[src/design/sac_pkg.sv]
// ----------------------------------------------------------------------------
// sac_pkg: shared types and constants
// step format, hit side codes and per-axis control flags
// ----------------------------------------------------------------------------
package sac_pkg;

  localparam int STEP_BITS = 24;
  localparam int STEP_FRAC = 8;
  localparam int SIDE_BITS = 3;

  localparam logic [SIDE_BITS-1:0] SIDE_NONE   = 3'd0;
  localparam logic [SIDE_BITS-1:0] SIDE_LEFT   = 3'd1;
  localparam logic [SIDE_BITS-1:0] SIDE_RIGHT  = 3'd2;
  localparam logic [SIDE_BITS-1:0] SIDE_BOTTOM = 3'd3;
  localparam logic [SIDE_BITS-1:0] SIDE_TOP    = 3'd4;

  typedef struct packed {
    logic s_zero;
    logic s_neg;
    logic in_neg;
    logic out_neg;
  } axis_flags_t;

endpackage

[src/design/sac_front.sv]
// ----------------------------------------------------------------------------
// sac_front: item classifier
// picks entry and exit gaps per axis, splits them into magnitude and sign
// ----------------------------------------------------------------------------
module sac_front #(
  parameter int COORD_BITS = 16
) (
  input  logic [COORD_BITS-1:0]          mover_left,
  input  logic [COORD_BITS-1:0]          mover_right,
  input  logic [COORD_BITS-1:0]          mover_top,
  input  logic [COORD_BITS-1:0]          mover_bottom,
  input  logic [COORD_BITS-1:0]          target_left,
  input  logic [COORD_BITS-1:0]          target_right,
  input  logic [COORD_BITS-1:0]          target_top,
  input  logic [COORD_BITS-1:0]          target_bottom,
  input  logic [sac_pkg::STEP_BITS-1:0]  step_x,
  input  logic [sac_pkg::STEP_BITS-1:0]  step_y,
  output logic [COORD_BITS:0]            xin_mag,
  output logic [COORD_BITS:0]            xout_mag,
  output logic [COORD_BITS:0]            yin_mag,
  output logic [COORD_BITS:0]            yout_mag,
  output logic [sac_pkg::STEP_BITS-1:0]  sx_mag,
  output logic [sac_pkg::STEP_BITS-1:0]  sy_mag,
  output sac_pkg::axis_flags_t           flags_x,
  output sac_pkg::axis_flags_t           flags_y
);
  import sac_pkg::*;

  localparam int GW = COORD_BITS + 1;
  localparam int CB = COORD_BITS - 1;

  logic signed [GW-1:0] gap_lr, gap_rl, gap_bt, gap_tb;
  logic signed [GW-1:0] xin, xout, yin, yout;
  logic                 sx_pos, sy_pos, sx_zero, sy_zero;

  assign gap_lr = $signed({target_left[CB], target_left})
                - $signed({mover_right[CB], mover_right});
  assign gap_rl = $signed({target_right[CB], target_right})
                - $signed({mover_left[CB], mover_left});
  assign gap_bt = $signed({target_bottom[CB], target_bottom})
                - $signed({mover_top[CB], mover_top});
  assign gap_tb = $signed({target_top[CB], target_top})
                - $signed({mover_bottom[CB], mover_bottom});

  assign sx_zero = (step_x == '0);
  assign sy_zero = (step_y == '0);
  assign sx_pos  = !step_x[STEP_BITS-1] && !sx_zero;
  assign sy_pos  = !step_y[STEP_BITS-1] && !sy_zero;

  assign xin  = sx_pos ? gap_lr : gap_rl;
  assign xout = sx_pos ? gap_rl : gap_lr;
  assign yin  = sy_pos ? gap_bt : gap_tb;
  assign yout = sy_pos ? gap_tb : gap_bt;

  assign xin_mag  = xin[GW-1]  ? GW'(-xin)  : GW'(xin);
  assign xout_mag = xout[GW-1] ? GW'(-xout) : GW'(xout);
  assign yin_mag  = yin[GW-1]  ? GW'(-yin)  : GW'(yin);
  assign yout_mag = yout[GW-1] ? GW'(-yout) : GW'(yout);

  assign sx_mag = step_x[STEP_BITS-1] ? STEP_BITS'(-step_x) : step_x;
  assign sy_mag = step_y[STEP_BITS-1] ? STEP_BITS'(-step_y) : step_y;

  assign flags_x.s_zero  = sx_zero;
  assign flags_x.s_neg   = step_x[STEP_BITS-1];
  assign flags_x.in_neg  = xin[GW-1]  != step_x[STEP_BITS-1];
  assign flags_x.out_neg = xout[GW-1] != step_x[STEP_BITS-1];
  assign flags_y.s_zero  = sy_zero;
  assign flags_y.s_neg   = step_y[STEP_BITS-1];
  assign flags_y.in_neg  = yin[GW-1]  != step_y[STEP_BITS-1];
  assign flags_y.out_neg = yout[GW-1] != step_y[STEP_BITS-1];

endmodule

[config.mk]
export PLATFORM = sky130hd
export DESIGN_NAME = sac_front
export DESIGN_NICKNAME = d
export VERILOG_FILES = /design/src/design/sac_pkg.sv /design/src/design/sac_front.sv
export SDC_FILE = /design/constraint.sdc
export NUM_CORES = 1
export LEC_CHECK = 0
export BUFFER_PORTS_ARGS = -buffer_cell sky130_fd_sc_hd__buf_2
export CAP_MARGIN = 20
export CORE_ASPECT_RATIO = 1.25
export CORE_MARGIN = 5
export CORE_UTILIZATION = 30
export DETAILED_ROUTE_END_ITERATION = 8
export GPL_ROUTABILITY_DRIVEN = 0
export PLACE_DENSITY_LB_ADDON = 0.05
export SKIP_LAST_GASP = 1
export SYNTH_ARGS = -nofsm -noshare
export SYNTH_HDL_FRONTEND = slang
export SYNTH_SLANG_ARGS = --single-unit
export TNS_END_PERCENT = 100
[constraint.sdc]
create_clock -name vclk -period 3.01
set_input_delay 0.1505 -clock vclk [all_inputs]
set_output_delay 0.1505 -clock vclk [all_outputs]
set_load 0.01 [all_outputs]
==> flow_summary.ini <==
[global_routing]
grtUsageTotal_pct = 19.8
grt_max_degree = 29
grt_pass1_vias = 9602
grt_pass1_wl_um = 45000
antenna_found_initial = 2
gr-total-overflow = 0

[pwr]
power.internal_uw = 1950
p_per_area_nw_per_um2 = 307
clkPwrFrac_pct = 0
swShare_pct = 51.2
cellLeakagePower_uw = 0.00617
p_switching_uw = 2040
power_frac_comb_pct = 100.0
seqPwrFrac_pct = 0
ir_worst_vdd_mv = 0.135

[cells_and_area]
fin_nets = 1893
stdcell_count = 1936
regArea_um2 = 0
fill_cells = 2292
drive_above_1_share_pct = 52.6
num-clock-buffers = 0
nFlopsAndLatches = 0
area_growth_syn_to_layout_pct = 83.0

[routing]
wire_per_inst_um = 15.7
detail-route-antenna-nets = 0
drt-vias-per-instance = 5.02
routed-via-count = 9717
drc = 0
dr.first_iter.drc_count = 315
firstDrtPassIters = 4
wirelength_um = 30300

[run_status]
violations = setup timing
status = complete, but fails checks

[floorplanning]
rows = 63
core_area_um2 = 23500
die-area_um2 = 26900
die_x_um = 148
start_util_pct = 30.2
die_y_um = 182
pin_count = 300

[hold_path]
hold_class = primary input to primary output
min_delay_path_depth = 2
hold_start = step_x[0]
hold_end = sx_mag[0]

[timing]
finalSetupViolations = 19
worst_slack_ns = -0.116
rsz0062_at_grt = yes
max_slew_margin_pct = 62.3
finalMaxSlewViolations = 0
max_freq_mhz = 320
finalCritPeriodShare_pct = 104
tightestPinTransition_ns = 0.550
hold_slack_ns = 0.548
fin_crit_ns = 3.13
hold_viol = 0

[yosys]
netlist_instances = 1065
avgSynthCellArea_um2 = 6.67
syn_area_um2 = 7100
ys_types = 77
synth_nets = 1315
yosysWarnings = 0
synth_seq_area_share_pct = 0

[placed_design]
portBuffers = 300
hpwl_um = 24700
dp.cells = 1865

[setup_path]
cp.arrival_ns = 2.98
startpoint_type = primary input
required_ns = 2.86
critPathKind = primary input to primary output
crit_path_end_kind = primary output
critPathMaxFanout = 4

[job]
timing.max_cap.violations = 0
[synthesized netlist by cell type, drive strengths merged, types with 11 or more instances]
cell | number | area, um2
nor2 | 103 | 387
inv | 97 | 364
xnor2 | 96 | 841
nand2 | 83 | 312
a21oi | 72 | 360
ha | 70 | 876
o21ai | 65 | 333
xor2 | 46 | 403
mux2i | 41 | 423
nor3 | 30 | 155
buf | 26 | 174
nand3 | 25 | 125
o31ai | 24 | 180
and2 | 20 | 125
a21o | 19 | 144
a211oi | 18 | 135
clkbuf | 18 | 67.6
nand2b | 14 | 87.6
o211ai | 13 | 103
or3 | 13 | 81.3
nor4 | 11 | 75.1
[cell usage in the layout (no fill, tap or decap), drive strengths merged, types with 4 or more instances in the layout]
cell / synthesis / layout
buf: 26 / 617
and2: 20 / 20
nand4: 10 / 10
a22oi: 6 / 6
xor2: 46 / 46
nor3b: 5 / 5
nor2b: 10 / 10
o31ai: 24 / 24
nor3: 30 / 30
mux2: 4 / 4
a21boi: 7 / 7
mux2i: 41 / 41
o41ai: 8 / 8
o21ai: 65 / 65
ha: 70 / 70
inv: 97 / 97
o21a: 9 / 9
nor2: 103 / 103
a31oi: 10 / 10
nor4: 11 / 11
or4: 8 / 8
fa: 4 / 4
a2111oi: 4 / 4
a21oi: 72 / 73
or3: 13 / 13
o21bai: 5 / 5
o22ai: 6 / 6
o2111ai: 5 / 5
nand2b: 14 / 14
a21o: 19 / 19
nand3b: 5 / 5
a211oi: 18 / 18
or2: 6 / 6
nand3: 25 / 25
xnor2: 96 / 96
nand2: 83 / 83
a211o: 5 / 5
o211ai: 13 / 13
[area by class of cell]
class	count	area (um2)	area share (%)
multi-input combinational	925	8030	61.8
tap	292	365	2.81
timing repair buffer	619	4220	32.5
inverter	97	369	2.84
antenna	3	7.51	0.0578
[stage by stage]
step	TNS (ns)	utilization [%]	cell area [um2]	setup WS, ns	total power (uW)
floorplan	-0.0420	-	7200	-0.0222	1770
detailed placement	-15.57	45.7	10700	-0.416	3230
global route	-5.25	55.3	13000	-0.272	4300
finish	-0.709	55.3	13000	-0.116	3990
global placement	-14.17	45.7	10700	-0.377	3230
CTS	-1.65	48.9	11500	-0.131	3510
[worst max-delay path, stage by stage]
cell and delay (ns):
buf_6 0.09, or4_4 0.52, or4_4 0.48, o21ai_4 0.27, mux2i_2 0.28, inv_1 0.09
ha_2 0.19, o211ai_1 0.12, a21oi_2 0.08, and4b_1 0.26, a31oi_2 0.16, xnor2_1 0.13
buf_2 0.14
[cell families (layout without fill, tap and decap cells)]
logic type | after synthesis | after routing | synth area share [%]
adder cells (fa/ha/maj) | 74 | 74 | 13.5
other | 0 | 3 | 0
multiplexers | 45 | 45 | 6.59
AO/OA/AOI/OAI | 305 | 306 | 28.6
buffers and inverters | 141 | 716 | 8.53
XOR/XNOR | 142 | 142 | 17.5
AND/OR/NAND/NOR | 358 | 358 | 25.3
[timing repair]
item	in CTS	in global routing
cloned	1	3
pin swaps	54	90
buffers inserted	19	52
hold buffers	0	0
endpoints found under the setup margin	68	68
resized for setup	125	212
[power groups by stage]
stage | logic, uW | clock network (uW) | registers (uW)
2_1_floorplan | 1770 | 0 | 0
3_3_place_gp | 3230 | 0 | 0
3_5_place_dp | 3230 | 0 | 0
4_1_cts | 3510 | 0 | 0
5_1_grt | 4300 | 0.0000888 | 0
6_report | 3990 | 0.000133 | 0
[worst max-delay path by stage]
stage                           from  cells after the start            to  slack, ns
detailed placement     mover_left[7]                     15   xout_mag[5]      -0.42
floorplan                  step_y[1]                     14  yout_mag[12]      -0.02
CTS                 target_bottom[0]                     16   yin_mag[15]      -0.13
finish                    step_x[16]                     13   xin_mag[14]      -0.12
global route         mover_bottom[6]                     15   yin_mag[16]      -0.27
global placement       mover_left[7]                     15   xout_mag[5]      -0.38
[metal layers]
layer	track usage (%)	vias up	share of wire, %
met5	0	-	0
met3	1.22	55	3.2
met1	20.6	4476	37
met4	4.21	0	3.3
met2	42.0	210	56
li1	-	4976	-
Power figures use the tool's default switching activity.
