===== src/design/sac_queue.sv =====
// ----------------------------------------------------------------------------
// sac_queue: two-entry item queue
// decouples the classifier from the divider pipeline
// ----------------------------------------------------------------------------
module sac_queue #(
  parameter int WIDTH = 8
) (
  input  logic             clk,
  input  logic             rst_n,
  input  logic             push_valid,
  output logic             push_ready,
  input  logic [WIDTH-1:0] push_data,
  output logic             pop_valid,
  input  logic             pop_ready,
  output logic [WIDTH-1:0] pop_data
);

  logic [WIDTH-1:0] mem [0:1];
  logic             wr_ptr_r, wr_ptr_nxt;
  logic             rd_ptr_r, rd_ptr_nxt;
  logic [1:0]       cnt_r, cnt_nxt;
  logic             push, pop;

  assign push_ready = (cnt_r != 2'd2);
  assign pop_valid  = (cnt_r != 2'd0);
  assign pop_data   = mem[rd_ptr_r];
  assign push       = push_valid && push_ready;
  assign pop        = pop_valid && pop_ready;

  always_comb begin
    wr_ptr_nxt = push ? !wr_ptr_r : wr_ptr_r;
    rd_ptr_nxt = pop  ? !rd_ptr_r : rd_ptr_r;
    cnt_nxt    = cnt_r + 2'(push) - 2'(pop);
  end

  always_ff @(posedge clk) begin
    if (push) begin
      mem[wr_ptr_r] <= push_data;
    end
  end

  always_ff @(posedge clk) begin
    if (!rst_n) begin
      wr_ptr_r <= 1'b0;
      rd_ptr_r <= 1'b0;
      cnt_r    <= 2'd0;
    end else begin
      wr_ptr_r <= wr_ptr_nxt;
      rd_ptr_r <= rd_ptr_nxt;
      cnt_r    <= cnt_nxt;
    end
  end

endmodule


===== config.mk =====
export PLATFORM = sky130hd
export DESIGN_NAME = sac_queue
export DESIGN_NICKNAME = d
export VERILOG_FILES = /design/src/design/sac_queue.sv
export SDC_FILE = /design/constraint.sdc
export NUM_CORES = 1
export LEC_CHECK = 0
export BUFFER_PORTS_ARGS = -buffer_cell sky130_fd_sc_hd__buf_2
export CORE_UTILIZATION = 35
export CTS_CLUSTER_DIAMETER = 60
export DETAILED_ROUTE_END_ITERATION = 8
export PLACE_DENSITY = 0.64
export SYNTH_ARGS = -nofsm -noshare
export SYNTH_HDL_FRONTEND = slang
export SYNTH_SLANG_ARGS = --single-unit

===== constraint.sdc =====
create_clock -name clk -period 1.6 [get_ports clk]
set_input_delay 0.08 -clock clk [delete_from_list [all_inputs] [get_ports clk]]
set_output_delay 0.08 -clock clk [all_outputs]
set_load 0.02 [all_outputs]

==> results of run 1 <==
[sequential cells by signal, summed over array words and instances (netlist names), named ones only]
name      count
mem          16
rd_ptr_r      1
wr_ptr_r      1
cnt_r         2
[through the flow]
step                      util (%)  power [mW]  instances  area [um2]
after floorplan                  -      0.9964         55       835.8
after global placement       43.47       1.098        103       970.9
after detailed placement     43.47       1.111        103       970.9
after CTS                    48.74       1.385        116        1089
after global routing         48.80       1.446        116        1090
final                        48.80       1.367        116        1090
[timing repair]
| action | CTS | global route |
|---|---|---|
| gates resized for setup | 0 | 1 |
| hold buffers | 9 | 0 |
| hold endpoints to repair | 17 | 0 |
| setup endpoints to repair | 0 | 1 |
[final cells by class]
cell class | count | area share, %
flip-flops and latches | 21 | 53.39
repair buffers | 30 | 17.91
clock buffers | 3 | 2.067
inverters | 2 | 0.6889
multi-input cells | 31 | 22.27
clock inverters | 1 | 0.4592
well taps | 28 | 3.215
[worst max-delay path, delay by kind of cell, from the launching register on]
kind,cells,cell delay (ps)
AOI/OAI and AO/OA,1,160
adders and majority gates,1,190
DFF,1,390
and+or+nand+nor,4,650
[power breakdown]
part	internal (mW)	total, mW	switching (mW)
sequential	0.667	0.725	0.0575
clock	0.0933	0.254	0.160
combinational	0.186	0.389	0.203
total	0.947	1.37	0.420
[worst paths after layout]
check | start | endpoint | slack, ps | depth (start not counted)
min reg2reg | rd_ptr_r | flop | 520 | 2
min | push_valid | wr_ptr_r | 120 | 3
max reg2reg | cnt_r[1] | cnt_r[1] | 100 | 6
max | cnt_r[1] | cnt_r[1] | 100 | 6
[logic make-up (layout without fill, tap and decap cells)]
group           count (synthesis)  count (layout)  synth area share [%]
mux                             8               8                 10.78
xor+xnor                        1               1                 1.048
simple gates                   15              15                 10.48
compound gates                  6               6                 5.239
fa+ha+maj                       1               1                 1.497
buf+inv                         3              36                 1.497
flops                          21              21                 69.46
[cells in the final DEF, fill, tap and decap left out]
master         instances
buf_2                 21
edfxtp_1              16
dlygate4sd3_1          9
mux2_2                 8
nor2_1                 4
dfxtp_1                4
clkbuf_4               3
o21ai_0                2
inv_1                  2
and3_1                 2
nand2b_1               1
and2b_1                1
o21ba_2                1
nand3_1                1
nand3b_1               1
xor2_1                 1
or2_2                  1
and2_1                 1
a21bo_2                1
a21oi_1                1
nor4bb_1               1
nor4_1                 1
o31a_1                 1
nor3_1                 1
ha_1                   1
clkinv_2               1
dfxtp_2                1
[routing by layer]
metal | share of wire (%) | routed length (um) | vias to the layer above
li1 | - | - | 273
met1 | 41 | 571 | 258
met2 | 53 | 732 | 18
met3 | 5.4 | 74 | 0
met4 | 0 | 0 | 0
met5 | 0 | 0 | -
==> results.toml, run 1 <==
[outcome]
status = "completed"

[logic_synthesis]
synth_edf_count = 16
synth_ff_type = "edfxtp_1"
syn_avg_cell_area_um2 = 15.20
ys_async_sr_fraction_pct = 0
ys_types = 23
synth_top_area_share_pct = 57.49
yosysWarnings = 0
syn_nets = 68
yosysMostFrequentCell = "edfxtp_1"
synth_top_area_cell = "edfxtp_1"
synth_seq_cells = 21
yosysSeqAreaShare_pct = 69.46
synthCells = 55
synth.area.top_cells = "edfxtp_1 57%, dfxtp_1 12%, mux2_2 11%"
synthTopCellsByCount = "16 x edfxtp_1, 8 x mux2_2, 5 x dfxtp_1"
syn_area_um2 = 835.8

[grt]
grt_pass1_wl_mm = 2.173
use_met3_pct = 4.762
grt_pass1_vias = 516
grtUsageTotal_pct = 11.82
grt_max_degree = 13
met1_usage_pct = 12.09
antenna_found_initial = 0
globalRouteOverflowTotal = 0
busiest_layer = "met2"
use_met2_pct = 22.22

[timing]
worst_slew_pin_slew_ps = 381.1
finalSetupViolations = 0
rsz0062_at_grt = "no"
finalCritPeriodShare_pct = 93.79
max_clock_freq_mhz = 666.4
slew_violations = 0
fin_tns_setup_ps = 0
fin_crit_ps = 1501
max_slew_margin_pct = 74.59
timing.final.ws_setup_ps = 99.43
clock_skew_ps = 1.987
whs_ps = 124.2
final-hold-violation-count = 0

[pwr]
leakage_nw = 0.4375
cellPowerDensity_nw_per_um2 = 1254
ir_worst_vdd_v = 0.0007565

[setup_path]
cp_cell_sequence = "and2b_1 > o21ba_2 > nor2_1 > ha_1 > nor4_1 > nor3_1"
path_class = "flop to flop"
crit_arrival_ps = 1700
crit_slowest_cell = "dfxtp_2"
crit_path_end_kind = "flop"
cp.required_ps = 1790
startpoint_type = "flop"
slowest_delay_ps = 390
path_max_fanout = 7

[floorplan]
boundaryPins = 22
coreArea_um2 = 2233
initial_utilization_pct = 37.42
rows = 17
die_h_um = 50.87
fp.dieArea_um2 = 2587
die_width_um = 50.87

[clock_tree]
postCtsSetupRepairBufs = 0
clock_latency_ps = 300
clkTransAtPathRegs_ps = 110
cts_tree = "done"
cts_buffer_depth = 2
cts-root-buf = "clkbuf_4"
numCtsBuffers = 3
h-tree-depth = 1
clock_sinks = 21

[place]
dp_slack_ps = 94.44
dpl.hpwl_um = 967.3
io_buffers = 21
gp_congestion = 0.6871

[finish]
multi_input_area_um2 = 242.7
drive_gt1_share_pct = 42.05
antenna_cells = 0
layout.nets = 102
area_growth_pct = 30.39
fill_cells = 214
register_area_um2 = 581.8

[detailed_routing]
wirelength_mm = 1.378
drc = 0
route.antenna.remaining_nets = 0
initialDrtViolationCount = 2
firstDrtPassIters = 3
viasPerCell = 4.733
vias = 549
wl_per_cell_um = 11.88

[run]
drv_cap = 0

[hold_path]
min_path_type = "primary input to flop"
(Power assumes the default switching activity.)
==> inputs of run 2 (changes only) <==
==> constraint.sdc (replaced) <==
create_clock -name clk -period 1.6 [get_ports clk]
set_input_delay 0.16 -clock clk [delete_from_list [all_inputs] [get_ports clk]]
set_output_delay 0.16 -clock clk [all_outputs]
set_load 0.02 [all_outputs]
==> run 2 against run 1 <==
Routed wire length fell by 2.4%. Utilization down 4.0 points. Highest routed layer unchanged. Final cell count is 7.8% lower. First-iteration DRC count stayed put. Critical endpoint unchanged. Largest power group unchanged. Register-to-register slack about the same. Critical path depth is the same. Clock power hardly changed. Maximum frequency about the same.
==> results.toml, run 2 (synthesis results as in run 1) <==
[finish]
area_growth_pct = 19.76
top_register = "mem"
reg_top3 = "mem: 16 flops, cnt_r: 2 flops"
largest_reg_flops = 16
final_cell_mix = "21 x buf_2, 16 x edfxtp_1, 8 x mux2_2"
drive_gt1_share_pct = 48.10
antenna_cells = 0
final_common_cell = "buf_2"
layout.nets = 93

[grt]
grt_pass1_wl_mm = 2.083
grtUsageTotal_pct = 11.44
grt_pass1_vias = 488
globalRouteOverflowTotal = 0
antenna_found_initial = 0
grt_max_degree = 13

[pwr]
fin_total_pwr_mw = 1.352
ir_worst_vdd_v = 0.0007478
cellPowerDensity_nw_per_um2 = 1351
leakage_nw = 0.4003

[timing]
max_slew_margin_pct = 74.06
clock_skew_ps = 2.902
final-hold-violation-count = 0
finalCritPeriodShare_pct = 93.73
max_clock_freq_mhz = 666.8
fin_tns_setup_ps = 0
slew_violations = 0
finalSetupViolations = 0
worst_slew_pin_slew_ps = 389.0
fin_crit_ps = 1500
rsz0062_at_grt = "no"

[clock_tree]
postCtsSetupRepairBufs = 0
clock_sinks = 21
cts_tree = "done"
cts-root-buf = "clkbuf_4"
cts_buffer_depth = 2
cts_hold_buf = 0
numCtsBuffers = 3
h-tree-depth = 1
cts_repair_resize_count = 1
clock_latency_ps = 300
clkTransAtPathRegs_ps = 110

[detailed_routing]
wl_per_cell_um = 12.57
wirelength_mm = 1.345
firstDrtPassIters = 4
vias = 520
initialDrtViolationCount = 2
drc = 0
route.antenna.remaining_nets = 0
viasPerCell = 4.860

[place]
gp_congestion = 0.6871
io_buffers = 21
dpl.hpwl_um = 967.3

[floorplan]
boundaryPins = 22
coreArea_um2 = 2233
die_width_um = 50.87
initial_utilization_pct = 37.42
fp.dieArea_um2 = 2587
die_h_um = 50.87
rows = 17

[setup_path]
startpoint_type = "flop"
path_max_fanout = 7
path_class = "flop to flop"
crit_arrival_ps = 1690
crit_path_end_kind = "flop"
cp.required_ps = 1790

[run]
drv_cap = 0

[hold_path]
min_path_type = "primary input to flop"

[outcome]
status = "completed"
## run 2: cell types whose count changed in the layout (fill, tap and decap cells not counted)
cell,delta
dfxtp_1,-1
dlygate4sd3_1,-9
dfxtp_2,+1
## run 2: area by class of cell
class / count / area [um2]
timing repair buffer: 21 / 105.1
fill: 218 / 1232
clock inverter: 1 / 5.005
multi-input combinational: 31 / 242.7
clock buffer: 3 / 22.52
sequential: 21 / 583.1
inverter: 2 / 7.507
tap: 28 / 35.03
## run 2: per-stage QoR
step	cell area, um2	utilization, %	worst slack [ps]	cells	hold slack, ps
after global placement	970.9	43.47	236.7	103	348.0
after global routing	1001	44.82	1.600	107	15.70
after detailed placement	970.9	43.47	94.44	103	354.0
final	1001	44.82	100.4	107	37.09
after floorplan	835.8	-	253.4	55	258.9
after CTS	999.7	44.76	39.98	107	27.65
## run 2: worst max-delay path, stage by stage (launching register included)
cell	delay, ps
dfxtp_2	390
and2b_1	180
o21ba_2	160
nor2_1	40
ha_1	190
nor4_1	330
nor3_1	90
## run 2: final timing paths
check,from,to,slack (ps),cells past startpoint
worst max-delay path,cnt_r[1],cnt_r[1],100,6
worst min-delay path,push_data[3],mem[1][3],40,1
worst max register to register,cnt_r[1],cnt_r[1],100,6
worst min register to register,rd_ptr_r,flop,520,2
## run 2: per-layer routing
layer / vias to the layer above / part of all wire [%] / track usage (%)
met5: - / 0 / 0
met4: 0 / 0 / 2.778
met3: 0 / 7.3 / 5.357
met2: 22 / 53 / 21.33
met1: 246 / 40 / 11.32
li1: 252 / - / -
## run 2: power by group
group | switching (mW) | internal (mW) | total, mW
logic | 0.201 | 0.172 | 0.373
clock network | 0.159 | 0.0933 | 0.253
registers | 0.0575 | 0.669 | 0.727
total | 0.418 | 0.935 | 1.35
==> inputs of run 3 (changes only) <==
--- a/config.mk
+++ b/config.mk
@@ -9,7 +9,7 @@
 export CORE_UTILIZATION = 35
 export CTS_CLUSTER_DIAMETER = 60
 export DETAILED_ROUTE_END_ITERATION = 8
-export PLACE_DENSITY = 0.64
+export PLACE_DENSITY = 0.6
 export SYNTH_ARGS = -nofsm -noshare
 export SYNTH_HDL_FRONTEND = slang
 export SYNTH_SLANG_ARGS = --single-unit
==> run 3 against run 2 <==
Sequential cell count unchanged. Clock skew about the same. Power decreased by 1.2%. Utilization decreased by 0.11 points. Die area unchanged. Critical path type unchanged. Largest cell class unchanged.
==> results.toml, run 3 (synthesis results as in run 1) <==
[detailed_routing]
initialDrtViolationCount = 5
drc = 0
firstDrtPassIters = 2
vias = 498
wl_per_cell_um = 12.15
viasPerCell = 4.654
route.antenna.remaining_nets = 0
wirelength_mm = 1.300

[timing]
fin_crit_ps = 1455
slew_violations = 0
max_clock_freq_mhz = 687.4
max_slew_margin_pct = 72.09
rsz0062_at_grt = "no"
timing.final.ws_setup_ps = 145.2
finalCritPeriodShare_pct = 90.92
worst_slew_pin_slew_ps = 413.0
clock_skew_ps = 2.443
whs_ps = 50.84
finalSetupViolations = 0
fin_tns_setup_ps = 0
final-hold-violation-count = 0

[setup_path]
cp_top_family = "simple AND/OR/NAND/NOR gates"
cp_num_buf_inv = 0
slowest_delay_ps = 430
cp_cell_sequence = "and2b_1 > o21ba_2 > nor2_1 > ha_1 > nor4_1 > nor3_1"
cp.required_ps = 1790
path_max_fanout = 7
startpoint_type = "flop"
path_class = "flop to flop"
crit_path_end_kind = "flop"
crit_arrival_ps = 1640
crit_slowest_cell = "dfxtp_1"

[finish]
fill_cells = 214
largest_reg_flops = 16
final_core_util_pct = 44.71
finalNonFillerCells = 107
layout.nets = 93
final_common_cell = "buf_2"
reg_top3 = "mem: 16 flops, cnt_r: 2 flops"
drive_gt1_share_pct = 45.57
multi_input_area_um2 = 242.7
antenna_cells = 0
register_area_um2 = 581.8
area_growth_pct = 19.46
top_register = "mem"
final_cell_mix = "21 x buf_2, 16 x edfxtp_1, 8 x mux2_2"
fin_area_um2 = 998.5

[place]
dp.cells = 103
placed_cell_area_um2 = 970.9
gp_congestion = 0.6636
dp_slack_ps = 161.0
dpl.hpwl_um = 971.2
io_buffers = 21

[clock_tree]
clock_sinks = 21
cts_tree = "done"
clock_latency_ps = 290
cts-root-buf = "clkbuf_4"
cts_buffer_depth = 2
h-tree-depth = 1
cts_repair_resize_count = 0
clkTransAtPathRegs_ps = 110
postCtsSetupRepairBufs = 0
numCtsBuffers = 3
cts_hold_buf = 0

[pwr]
leakage_nw = 0.3971
ir_worst_vdd_v = 0.0006781
fin_total_pwr_mw = 1.337
cellPowerDensity_nw_per_um2 = 1339

[floorplan]
die_width_um = 50.87
die_h_um = 50.87
rows = 17
boundaryPins = 22
coreArea_um2 = 2233
fp.dieArea_um2 = 2587
initial_utilization_pct = 37.42

[hold_path]
min_path_type = "primary input to flop"

[grt]
antenna_found_initial = 0
globalRouteOverflowTotal = 0
grt_pass1_vias = 449
grt_pass1_wl_mm = 1.980
grtUsageTotal_pct = 10.90
grt_max_degree = 12

[outcome]
status = "completed"

[run]
drv_cap = 0
run 3: changes by cell type in the layout (fill, tap and decap cells not counted), sizes merged:
cell	before	now
clkbuf	3	4
clkinv	1	0
run 3: final timing paths:
| kind | from | end | slack [ps] | cells past startpoint |
|---|---|---|---|---|
| worst max-delay path | cnt_r[1] | cnt_r[1] | 150 | 6 |
| worst min-delay path | push_data[7] | mem[1][7] | 50 | 1 |
| worst max register to register | cnt_r[1] | cnt_r[1] | 150 | 6 |
| worst min register to register | rd_ptr_r | rd_ptr_r | 530 | 2 |
run 3: final cells by class:
class	instances	area share, %
flip-flops and latches	21	58.27
multi-input cells	31	24.31
repair buffers	21	10.53
well taps	28	3.509
clock buffers	4	2.632
inverters	2	0.7519
run 3: worst reg2reg max path, stage by stage (launching register included):
cell,delay [ps]
dfxtp_1,430
and2b_1,190
o21ba_2,140
nor2_1,40
ha_1,190
nor4_1,270
nor3_1,90
run 3: layer usage:
metal	track usage, %	share of wire, %	wire length, um
met1	13.40	47	606
met2	17.56	50	645
met3	2.083	3.7	48
met4	6.944	0	0
met5	0	0	0
run 3: power breakdown:
group | switching, mW | total, mW | internal (mW)
clock | 0.147 | 0.244 | 0.0969
sequential | 0.0577 | 0.726 | 0.668
combinational | 0.195 | 0.367 | 0.172
